<file path="src/sv/hidsr_pkg.sv">
// ----------------------------------------------------------------------------
// hidsr_pkg
// Types and codes shared by the HID setup request handler and its decoder.
// ----------------------------------------------------------------------------
`default_nettype none

package hidsr_pkg;

    // bmRequestType bits 6:5
    typedef enum logic [1:0] {
        KIND_STANDARD = 2'd0,
        KIND_CLASS    = 2'd1,
        KIND_VENDOR   = 2'd2,
        KIND_RESERVED = 2'd3
    } req_kind_t;

    typedef enum logic [1:0] {
        RESP_ACK   = 2'd0,
        RESP_SEND  = 2'd1,
        RESP_STALL = 2'd2
    } resp_t;

    typedef enum logic [2:0] {
        SRC_NONE     = 3'd0,
        SRC_PROTOCOL = 3'd1,
        SRC_IDLE     = 3'd2,
        SRC_ALT      = 3'd3,
        SRC_STATUS   = 3'd4,
        SRC_REPORT   = 3'd5,
        SRC_HIDDESC  = 3'd6
    } src_t;

    // class request codes
    localparam logic [7:0] HID_SET_PROTOCOL = 8'h0B;
    localparam logic [7:0] HID_GET_PROTOCOL = 8'h03;
    localparam logic [7:0] HID_SET_IDLE     = 8'h0A;
    localparam logic [7:0] HID_GET_IDLE     = 8'h02;

    // standard request codes
    localparam logic [7:0] STD_GET_STATUS     = 8'h00;
    localparam logic [7:0] STD_CLEAR_FEATURE  = 8'h01;
    localparam logic [7:0] STD_GET_DESCRIPTOR = 8'h06;
    localparam logic [7:0] STD_GET_INTERFACE  = 8'h0A;
    localparam logic [7:0] STD_SET_INTERFACE  = 8'h0B;

    // descriptor types (wValue high byte)
    localparam logic [7:0] DESC_REPORT = 8'h22;
    localparam logic [7:0] DESC_HID    = 8'h21;

    localparam int          LEN_W            = 10;
    localparam logic [9:0]  HID_DESC_BYTES   = 10'd9;
    localparam logic [9:0]  STATUS_BYTES     = 10'd2;
    localparam logic [9:0]  ONE_BYTE         = 10'd1;
    localparam logic [9:0]  REPORT_LEN_RESET = 10'd74;

    // APB register map
    localparam int          PADDR_W        = 3;
    localparam logic        REG_REPORT_LEN = 1'b0;

    typedef struct packed {
        logic [7:0]  request_type;
        logic [7:0]  request_code;
        logic [15:0] request_value;
        logic [15:0] request_length;
        logic        device_configured;
    } req_t;

    typedef struct packed {
        logic [1:0]       response;
        logic [2:0]       data_source;
        logic [LEN_W-1:0] send_length;
        logic [7:0]       send_value;
    } rsp_t;

    typedef struct packed {
        logic [7:0] protocol_mode;
        logic [7:0] idle_rate;
        logic [7:0] alternate_setting;
    } hid_state_t;

    // state writes raised by one request
    typedef struct packed {
        logic       set_protocol;
        logic       set_idle;
        logic       set_alt;
        logic [7:0] value;
    } state_upd_t;

endpackage

`default_nettype wire

</file>
<file path="src/sv/hidsr_decode.sv">
// ----------------------------------------------------------------------------
// hidsr_decode
// Decodes one setup request against the current HID state into a result and
// the state writes it causes.
// ----------------------------------------------------------------------------
`default_nettype none

module hidsr_decode (
    input  wire hidsr_pkg::req_t       req,
    input  wire hidsr_pkg::hid_state_t st,
    input  wire logic [9:0]            report_len,
    output hidsr_pkg::rsp_t            rsp,
    output hidsr_pkg::state_upd_t      upd
);
    import hidsr_pkg::*;

    req_kind_t  kind;
    logic [7:0] desc_type;
    logic [9:0] report_clamp;
    logic [9:0] hid_clamp;

    assign kind      = req_kind_t'(req.request_type[6:5]);
    assign desc_type = req.request_value[15:8];

    // asked is 16 bits; the clamp result never exceeds the 10-bit avail
    assign report_clamp = ({6'd0, report_len} > req.request_length) ?
                          req.request_length[9:0] : report_len;
    assign hid_clamp    = ({6'd0, HID_DESC_BYTES} > req.request_length) ?
                          req.request_length[9:0] : HID_DESC_BYTES;

    always_comb
    begin
        rsp = '{response: RESP_STALL, data_source: SRC_NONE,
                send_length: '0, send_value: '0};
        upd = '{set_protocol: 1'b0, set_idle: 1'b0, set_alt: 1'b0,
                value: req.request_value[7:0]};

        case (kind)
            KIND_CLASS:
            begin
                case (req.request_code)
                    HID_SET_PROTOCOL:
                    begin
                        upd.set_protocol = 1'b1;
                        rsp.response     = RESP_ACK;
                    end
                    HID_GET_PROTOCOL:
                    begin
                        rsp = '{response: RESP_SEND, data_source: SRC_PROTOCOL,
                                send_length: ONE_BYTE, send_value: st.protocol_mode};
                    end
                    HID_SET_IDLE:
                    begin
                        upd.set_idle = 1'b1;
                        upd.value    = req.request_value[15:8];
                        rsp.response = RESP_ACK;
                    end
                    HID_GET_IDLE:
                    begin
                        rsp = '{response: RESP_SEND, data_source: SRC_IDLE,
                                send_length: ONE_BYTE, send_value: st.idle_rate};
                    end
                    default: ;
                endcase
            end
            KIND_STANDARD:
            begin
                case (req.request_code)
                    STD_GET_STATUS:
                    begin
                        if (req.device_configured)
                        begin
                            rsp = '{response: RESP_SEND, data_source: SRC_STATUS,
                                    send_length: STATUS_BYTES, send_value: '0};
                        end
                    end
                    STD_GET_DESCRIPTOR:
                    begin
                        if (desc_type == DESC_REPORT)
                        begin
                            rsp = '{response: RESP_SEND, data_source: SRC_REPORT,
                                    send_length: report_clamp, send_value: '0};
                        end
                        else if (desc_type == DESC_HID)
                        begin
                            rsp = '{response: RESP_SEND, data_source: SRC_HIDDESC,
                                    send_length: hid_clamp, send_value: '0};
                        end
                    end
                    STD_GET_INTERFACE:
                    begin
                        if (req.device_configured)
                        begin
                            rsp = '{response: RESP_SEND, data_source: SRC_ALT,
                                    send_length: ONE_BYTE,
                                    send_value: st.alternate_setting};
                        end
                    end
                    STD_SET_INTERFACE:
                    begin
                        if (req.device_configured)
                        begin
                            upd.set_alt  = 1'b1;
                            rsp.response = RESP_ACK;
                        end
                    end
                    STD_CLEAR_FEATURE:
                    begin
                        rsp.response = RESP_ACK;
                    end
                    default: ;
                endcase
            end
            default: ;
        endcase
    end

endmodule

`default_nettype wire

</file>
<file path="src/sv/hid_setup_request_handler.sv">
// ----------------------------------------------------------------------------
// hid_setup_request_handler
// HID class and standard setup request decode for control endpoint zero.
// ----------------------------------------------------------------------------
// Usage:
//   Requests arrive on req/req_valid/req_ready; each request yields exactly
//   one result on rsp/rsp_valid/rsp_ready (acknowledge, send data or stall,
//   with data source, length and byte value).
//   A request is captured into an input register, decoded combinationally and
//   written to the result register, which drives rsp_valid. One request per
//   cycle is sustained while rsp_ready stays high; the input register
//   and the result register decouple the two sides.
//   Protocol mode, idle rate and alternate setting are updated as a request
//   moves into the result register, so the next request sees them at once.
//   When the receiver stalls, the result holds and one further request is
//   held in the input register; req_ready then drops.
//   The APB port holds the report descriptor length at address 0.
//   Reset clears the state to zero, the descriptor length to 74, and
//   empties both stages.
// ----------------------------------------------------------------------------
`default_nettype none

module hid_setup_request_handler (
    input  wire logic                             clk,
    input  wire logic                             rst_n,
    input  wire logic                             req_valid,
    output logic                                  req_ready,
    input  wire hidsr_pkg::req_t                  req,
    output logic                                  rsp_valid,
    input  wire logic                             rsp_ready,
    output hidsr_pkg::rsp_t                       rsp,
    input  wire logic                             psel,
    input  wire logic                             penable,
    input  wire logic                             pwrite,
    input  wire logic [hidsr_pkg::PADDR_W-1:0]    paddr,
    input  wire logic [31:0]                      pwdata,
    output logic [31:0]                           prdata,
    output logic                                  pready
);
    import hidsr_pkg::*;

    logic       in_vld_reg;
    req_t       in_req_reg;
    logic       out_vld_reg;
    rsp_t       out_rsp_reg;
    hid_state_t st_reg;
    hid_state_t st_next;
    logic [9:0] report_len_reg;

    rsp_t       dec_rsp;
    state_upd_t dec_upd;
    logic       advance;
    logic       cfg_wr;

    hidsr_decode u_decode (
        .req        (in_req_reg),
        .st         (st_reg),
        .report_len (report_len_reg),
        .rsp        (dec_rsp),
        .upd        (dec_upd)
    );

    assign advance   = in_vld_reg && (!out_vld_reg || rsp_ready);
    assign req_ready = !in_vld_reg || advance;
    assign rsp_valid = out_vld_reg;
    assign rsp       = out_rsp_reg;

    // APB
    assign pready = 1'b1;
    assign cfg_wr = psel && penable && pwrite && (paddr[2] == REG_REPORT_LEN);
    assign prdata = (paddr[2] == REG_REPORT_LEN) ? {22'd0, report_len_reg} : 32'd0;

    always_comb
    begin
        st_next = st_reg;
        if (advance)
        begin
            if (dec_upd.set_protocol)
                st_next.protocol_mode = dec_upd.value;
            if (dec_upd.set_idle)
                st_next.idle_rate = dec_upd.value;
            if (dec_upd.set_alt)
                st_next.alternate_setting = dec_upd.value;
        end
    end

    always_ff @(posedge clk or negedge rst_n)
    begin
        if (!rst_n)
        begin
            in_vld_reg     <= 1'b0;
            out_vld_reg    <= 1'b0;
            st_reg         <= '0;
            report_len_reg <= REPORT_LEN_RESET;
        end
        else
        begin
            if (req_ready)
                in_vld_reg <= req_valid;
            if (advance)
                out_vld_reg <= 1'b1;
            else if (rsp_ready)
                out_vld_reg <= 1'b0;
            st_reg <= st_next;
            if (cfg_wr)
                report_len_reg <= pwdata[9:0];
        end
    end

    always_ff @(posedge clk)
    begin
        if (req_ready && req_valid)
            in_req_reg <= req;
        if (advance)
            out_rsp_reg <= dec_rsp;
    end

    // a held request stays put while the result ahead of it is stalled
    a_hold_stage: assert property (@(posedge clk) disable iff (!rst_n)
        (in_vld_reg && !advance) |=> (in_vld_reg && $stable(in_req_reg)))
        else $error("held request lost while result stalled");

    a_stall_clean: assert property (@(posedge clk) disable iff (!rst_n)
        (out_vld_reg && out_rsp_reg.response != RESP_SEND) |->
        (out_rsp_reg.data_source == SRC_NONE && out_rsp_reg.send_length == '0
         && out_rsp_reg.send_value == '0))
        else $error("non-data result carries data fields");

    a_state_only_on_advance: assert property (@(posedge clk) disable iff (!rst_n)
        !advance |=> $stable(st_reg))
        else $error("HID state changed without a request moving");

    a_send_len: assert property (@(posedge clk) disable iff (!rst_n)
        (out_vld_reg && out_rsp_reg.response == RESP_SEND &&
         (out_rsp_reg.data_source == SRC_PROTOCOL || out_rsp_reg.data_source == SRC_IDLE
          || out_rsp_reg.data_source == SRC_ALT)) |-> out_rsp_reg.send_length == ONE_BYTE)
        else $error("one-byte reply with wrong length");

endmodule

`default_nettype wire

</file>
<file path="config.mk">
export PLATFORM = sky130hd
export DESIGN_NAME = hid_setup_request_handler
export DESIGN_NICKNAME = d
export VERILOG_FILES = /design/src/sv/hidsr_pkg.sv /design/src/sv/hidsr_decode.sv /design/src/sv/hid_setup_request_handler.sv
export SDC_FILE = /design/constraint.sdc
export NUM_CORES = 1
export LEC_CHECK = 0
export ABC_AREA = 0
export BUFFER_PORTS_ARGS = -buffer_cell sky130_fd_sc_hd__clkbuf_2
export CORE_MARGIN = 1
export CORE_UTILIZATION = 55
export DETAILED_ROUTE_END_ITERATION = 6
export GPL_ROUTABILITY_DRIVEN = 1
export PLACE_DENSITY = 0.86
export SYNTH_ARGS = -nofsm -noshare
export SYNTH_HDL_FRONTEND = slang
export SYNTH_SLANG_ARGS = --single-unit
</file>
<file path="constraint.sdc">
create_clock -name clk -period 6.8 [get_ports clk]
set_input_delay 1.36 -clock clk [delete_from_list [all_inputs] [get_ports clk]]
set_output_delay 1.36 -clock clk [all_outputs]
set_load 0.1 [all_outputs]
</file>
### Word level (Yosys, flattened, before mapping)

Index checks and enable logic that the tools add are counted.

| operators by class | value |
|---|---|
| $lt $le $gt $ge | 2 |
| equality and inequality tests | 9 |
| muxes and demuxes | 23 |
| bitwise gates (word level) | 1 |
| reduce and logical (&&, ||, !) cells | 17 |

Operator list:

| kind | count |
|---|---|
| $mux 23 | 4 |
| $pmux 21 s3 | 1 |
| $pmux 23 s2 | 1 |
| $pmux 20 s2 | 1 |
| $mux 10 | 3 |
| $eq 8x2->1 const B | 2 |
| $eq 8x4->1 const B | 2 |
| $eq 8x6->1 const B | 2 |
| $gt 10x16->1 | 1 |
| $gt 4x16->1 const A | 1 |
| $mux 8 | 2 |
| $pmux 2 s5 | 1 |
| $eq 8x1->1 const B | 1 |
| $eq 8x3->1 const B | 1 |
| $logic_not 8->1 | 1 |
| $mux 1 | 7 |
| $reduce_and 2->1 | 3 |
| $logic_and 1x1->1 | 5 |
| $mux 2 | 2 |
| $pmux 2 s2 | 1 |
| $reduce_or 2->1 | 2 |
| $eq 2x1->1 const B | 1 |
| $logic_not 1->1 | 2 |
| $logic_not 2->1 | 1 |
| 3 further kinds | 4 |

| storage, ports and cells | value |
|---|---|
| flip-flop bits (word level) | 107 |
| bits of input ports | 91 |
| word-level logic and storage cells | 67 |

### Longest topological paths before layout

| depth | value |
|---|---|
| depth after elaboration | 6 |
| gate-level depth with buffers | 10 |

### Modules after synthesis

Synthesis repeated with hierarchy kept, for this count alone.

| unflattened totals | value |
|---|---|
| cell total of the unflattened synthesis | 353 |
| area, all modules | 5012.3 µm² |

Modules (own cells, without submodules):

| module | instances | cells each | area an instance (µm²) |
|---|---|---|---|
| hid_setup_request_handler | 1 | 192 | 3916.3 |
| hidsr_decode | 1 | 161 | 1096.1 |

### Worst setup path after synthesis

No wires, ideal clock.

| path | value |
|---|---|
| path kind | input port to output port |
| from | input paddr[2] (netlist bit) |
| to | output prdata[1] |
| data arrival time | 2.893 ns |
| required time | 5.440 ns |
| setup slack | 2.547 ns |
| stages | 2 |
| buffers on the path | 1 |
| cells stage by stage | clkbuf_1 nor2b_1 |

| on the way | value |
|---|---|
| word-level cells in the longest chain between the ends | 1 |

Ends and longest elaborated chain:

| element | RTL line | source |
|---|---|---|
| from (decl) | hid_setup_request_handler.sv:35 | `input wire logic [hidsr_pkg::PADDR_W-1:0] paddr,` |
| $mux 10 | hid_setup_request_handler.sv:71 | `assign prdata = (paddr[2] == REG_REPORT_LEN) ? {22'd0, report_len_reg} : 32'd0;` |
| to (decl) | hid_setup_request_handler.sv:37 | `output logic [31:0] prdata,` |

Every way passes these cells.

### Worst setup path in the final report

Ends and elaborated chain as after synthesis.

==> impl_metrics.toml <==
[cells_and_area]
nFillCells = 626
antenna_cells = 0
drive_gt1_frac = 0.307
area_growth_pct = 14.1
largest_reg_flops = 43
fin_nets = 558
stdcell_area_mm2 = 0.00527
utilization = 0.645

[timing]
setup_viol = 0
hold_slack_ns = 0.509
final_max_slew_viol_count = 0
hold_violations = 0
rsz0062_at_grt = "false"
min_period_over_period = 0.517
tightest_slew_ns = 1.02
slew_headroom = 0.318
fin_tns_setup_ns = 0
fmax_mhz = 284
fin_skew_ns = 0.0142
period_needed_ns = 3.52

[detailed_routing]
ant_nets = 0
avgViaCountPerCell = 5.37
drc = 0
vias = 3043
wl_per_cell_um = 15.1
dr.first_iter.drc_count = 249
drtPass1Iterations = 5
wirelength_mm = 8.54

[clocking]
cts_buffer_depth = 2
ctsResizeCount = 0
clk-insertion-delay-late_ns = 0.36
clk_pin_slew_ns = 0.09
cts_max_level = 3
cts_tree = "built"
holdBufCountCts = 0
cts.sinks = 102
cts_root_buffer = "clkbuf_8"
postCtsSetupRepairBufs = 0
cts_made_buffers = 9

[place]
post-dp-hpwl_mm = 6.24
dpl-instance-area_mm2 = 0.00510
globalplace.congestion = 0.941
io_buffers = 95

[floorplanning]
pin_count = 149
rows = 33
dieArea_mm2 = 0.00877
die_w_um = 93.6
fp.coreArea_mm2 = 0.00818
initial_utilization = 0.565
die_y_um = 93.6

[logic_synthesis]
syn_inst = 362
yosys.area_share.xor_xnor = 0
synth_edf_count = 66
syn-cell-area_mm2 = 0.00462
synth-simple-area-share = 0.123
synthArstFlopShare = 0.353
synth.area.mux_share = 0.0829
synth_top_family_by_area = "simple AND/OR/NAND/NOR gates"
ys.flop_type = "edfxtp_1"
synth-adder-area-share = 0.0271
avgSynthCellArea_um2 = 12.8
synth_compound_area_frac = 0.0818
ys_types = 53
yosysSeqAreaShare = 0.625
ys_ff_latch = 102
yosysWarnings = 0

[critical_path]
cp-end-kind = "output port"
cpPeakStageDelay_ns = 0.47
crit_path_max_fanout = 11
path_common_cell = "clkbuf_2"
critPathArrivalTime_ns = 2.16
crit_chain = "clkbuf_2 > nor2b_1 > clkbuf_2"
crit_required_ns = 5.44
cp_slowest_cell = "clkbuf_2"
worstSetupPathType = "input port to output port"
crit_path_start_kind = "input port"

[global_route]
grt_max_degree = 44
grt_antenna_before_repair = 0
grt_util_all_layers = 0.212
grt_pass1_vias = 2863
grt-ovfl-total = 0
grt_pass1_wl_mm = 14.0

[power_and_ir_drop]
switchingPower_mw = 0.472
power_density_mw_per_mm2 = 264
peakVddDrop_mv = 0.166
combPwrFrac = 0.224
intPower_mw = 0.920
sequentialPowerShare = 0.535
p_leak_nw = 2.33
p_total_mw = 1.39
switching_share = 0.339
power_frac_clock = 0.241

[run]
cap_violations = 0

[worst_hold_path]
hp-class = "register to register"

[status]
status = "complete, no violations"
power by group through the flow:
stage	registers [mW]	logic (mW)	clock network, mW
after floorplan	0.806	0.206	0
after global placement	0.754	0.303	0
after detailed placement	0.757	0.310	0
after CTS	0.744	0.311	0.343
after global routing	0.750	0.330	0.365
final	0.744	0.312	0.336
cells in the final DEF, fill, tap and decap left out, drive strengths merged, types with 2 or more instances in the layout:
cell    netlist  final
a21o          2      2
a21oi        28     28
a22o          3      3
a31oi         2      2
and2b         3      3
and3          2      2
buf          27      2
clkbuf        7    106
clkinv        0      3
conb          2     23
dfrtp        33     33
dfstp         3      3
edfxtp       66     66
ha           10     10
inv          12     13
mux2         18     18
mux2i        18     18
nand2        17     17
nand2b        6      6
nand3         3      3
nand3b        3      3
nand4         4      4
nor2         37     37
nor2b        11     11
nor3          4      4
nor4          4      4
o211ai        2      2
o21ai        15     15
o22ai         2      2
or3           6      6
through the flow:
step / cells / setup WS, ns
after floorplan: 383 / 2.55
after global placement: 551 / 3.15
after detailed placement: 551 / 2.96
after CTS: 567 / 3.28
after global routing: 567 / 3.04
final: 567 / 3.28
kinds of logic (layout without fill, tap and decap cells):
family | after synthesis | after routing
simple gates | 104 | 104
flops | 102 | 102
compound gates | 62 | 62
buf+inv | 46 | 125
mux | 36 | 36
fa+ha+maj | 10 | 10
other cells | 2 | 23
layer usage:
metal  up-vias  share of wire  global-route usage
li1       1450              -                   -
met5         -              0                   0
met4         0          0.015              0.0679
met2       164           0.45               0.316
met1      1416           0.46               0.309
met3        13          0.079              0.0480
final timing paths:
path / endpoint / start / cells past startpoint / slack, ns
min reg2reg: rsp_valid$_DFFE_PN0P_ / in_vld_reg$_DFFE_PN0N_ / 1 / 0.51
max: prdata[1] / paddr[2] / 3 / 3.28
min: rsp_valid$_DFFE_PN0P_ / in_vld_reg$_DFFE_PN0N_ / 1 / 0.51
max reg2reg: st_reg[19]$_DFFE_PN0P_ / rsp_valid$_DFFE_PN0P_ / 7 / 4.03
max in group asynchronous: report_len_reg[8]$_DFFE_PN0P_ / rst_n / 1 / 5.06
min in group asynchronous: st_reg[5]$_DFFE_PN0P_ / rst_n / 1 / 1.14
cell type report:
class                      instances  area (um2)  share of cell area
multi-input combinational        235        1540               0.293
timing repair buffer              97         490              0.0931
clock inverter                     5        32.5             0.00617
inverter                          12        45.0             0.00855
tap                              105         131              0.0249
sequential                       102        2890               0.548
clock buffer                      11         141              0.0268
Yosys cell counts, drive strengths merged, types with 3 or more instances:
cell type	count	share of area
or3	6	0.0092
nor2	37	0.032
clkbuf	7	0.0057
buf	27	0.043
o21ai	15	0.016
ha	10	0.027
dfstp	3	0.017
nor4	4	0.010
nand2	17	0.014
mux2i	18	0.039
nand3b	3	0.0049
a21oi	28	0.030
mux2	18	0.044
nand3	3	0.0033
a22o	3	0.0057
nand4	4	0.0054
nor2b	11	0.017
nand2b	6	0.0081
inv	12	0.0098
and2b	3	0.0051
edfxtp	66	0.43
nor3	4	0.0043
dfrtp	33	0.18
critical path, delay by kind of cell:
kind,cells,cell delay [ns]
buffers and inverters,2,0.65
and+or+nand+nor,1,0.15
Power figures use the tool's default switching activity.
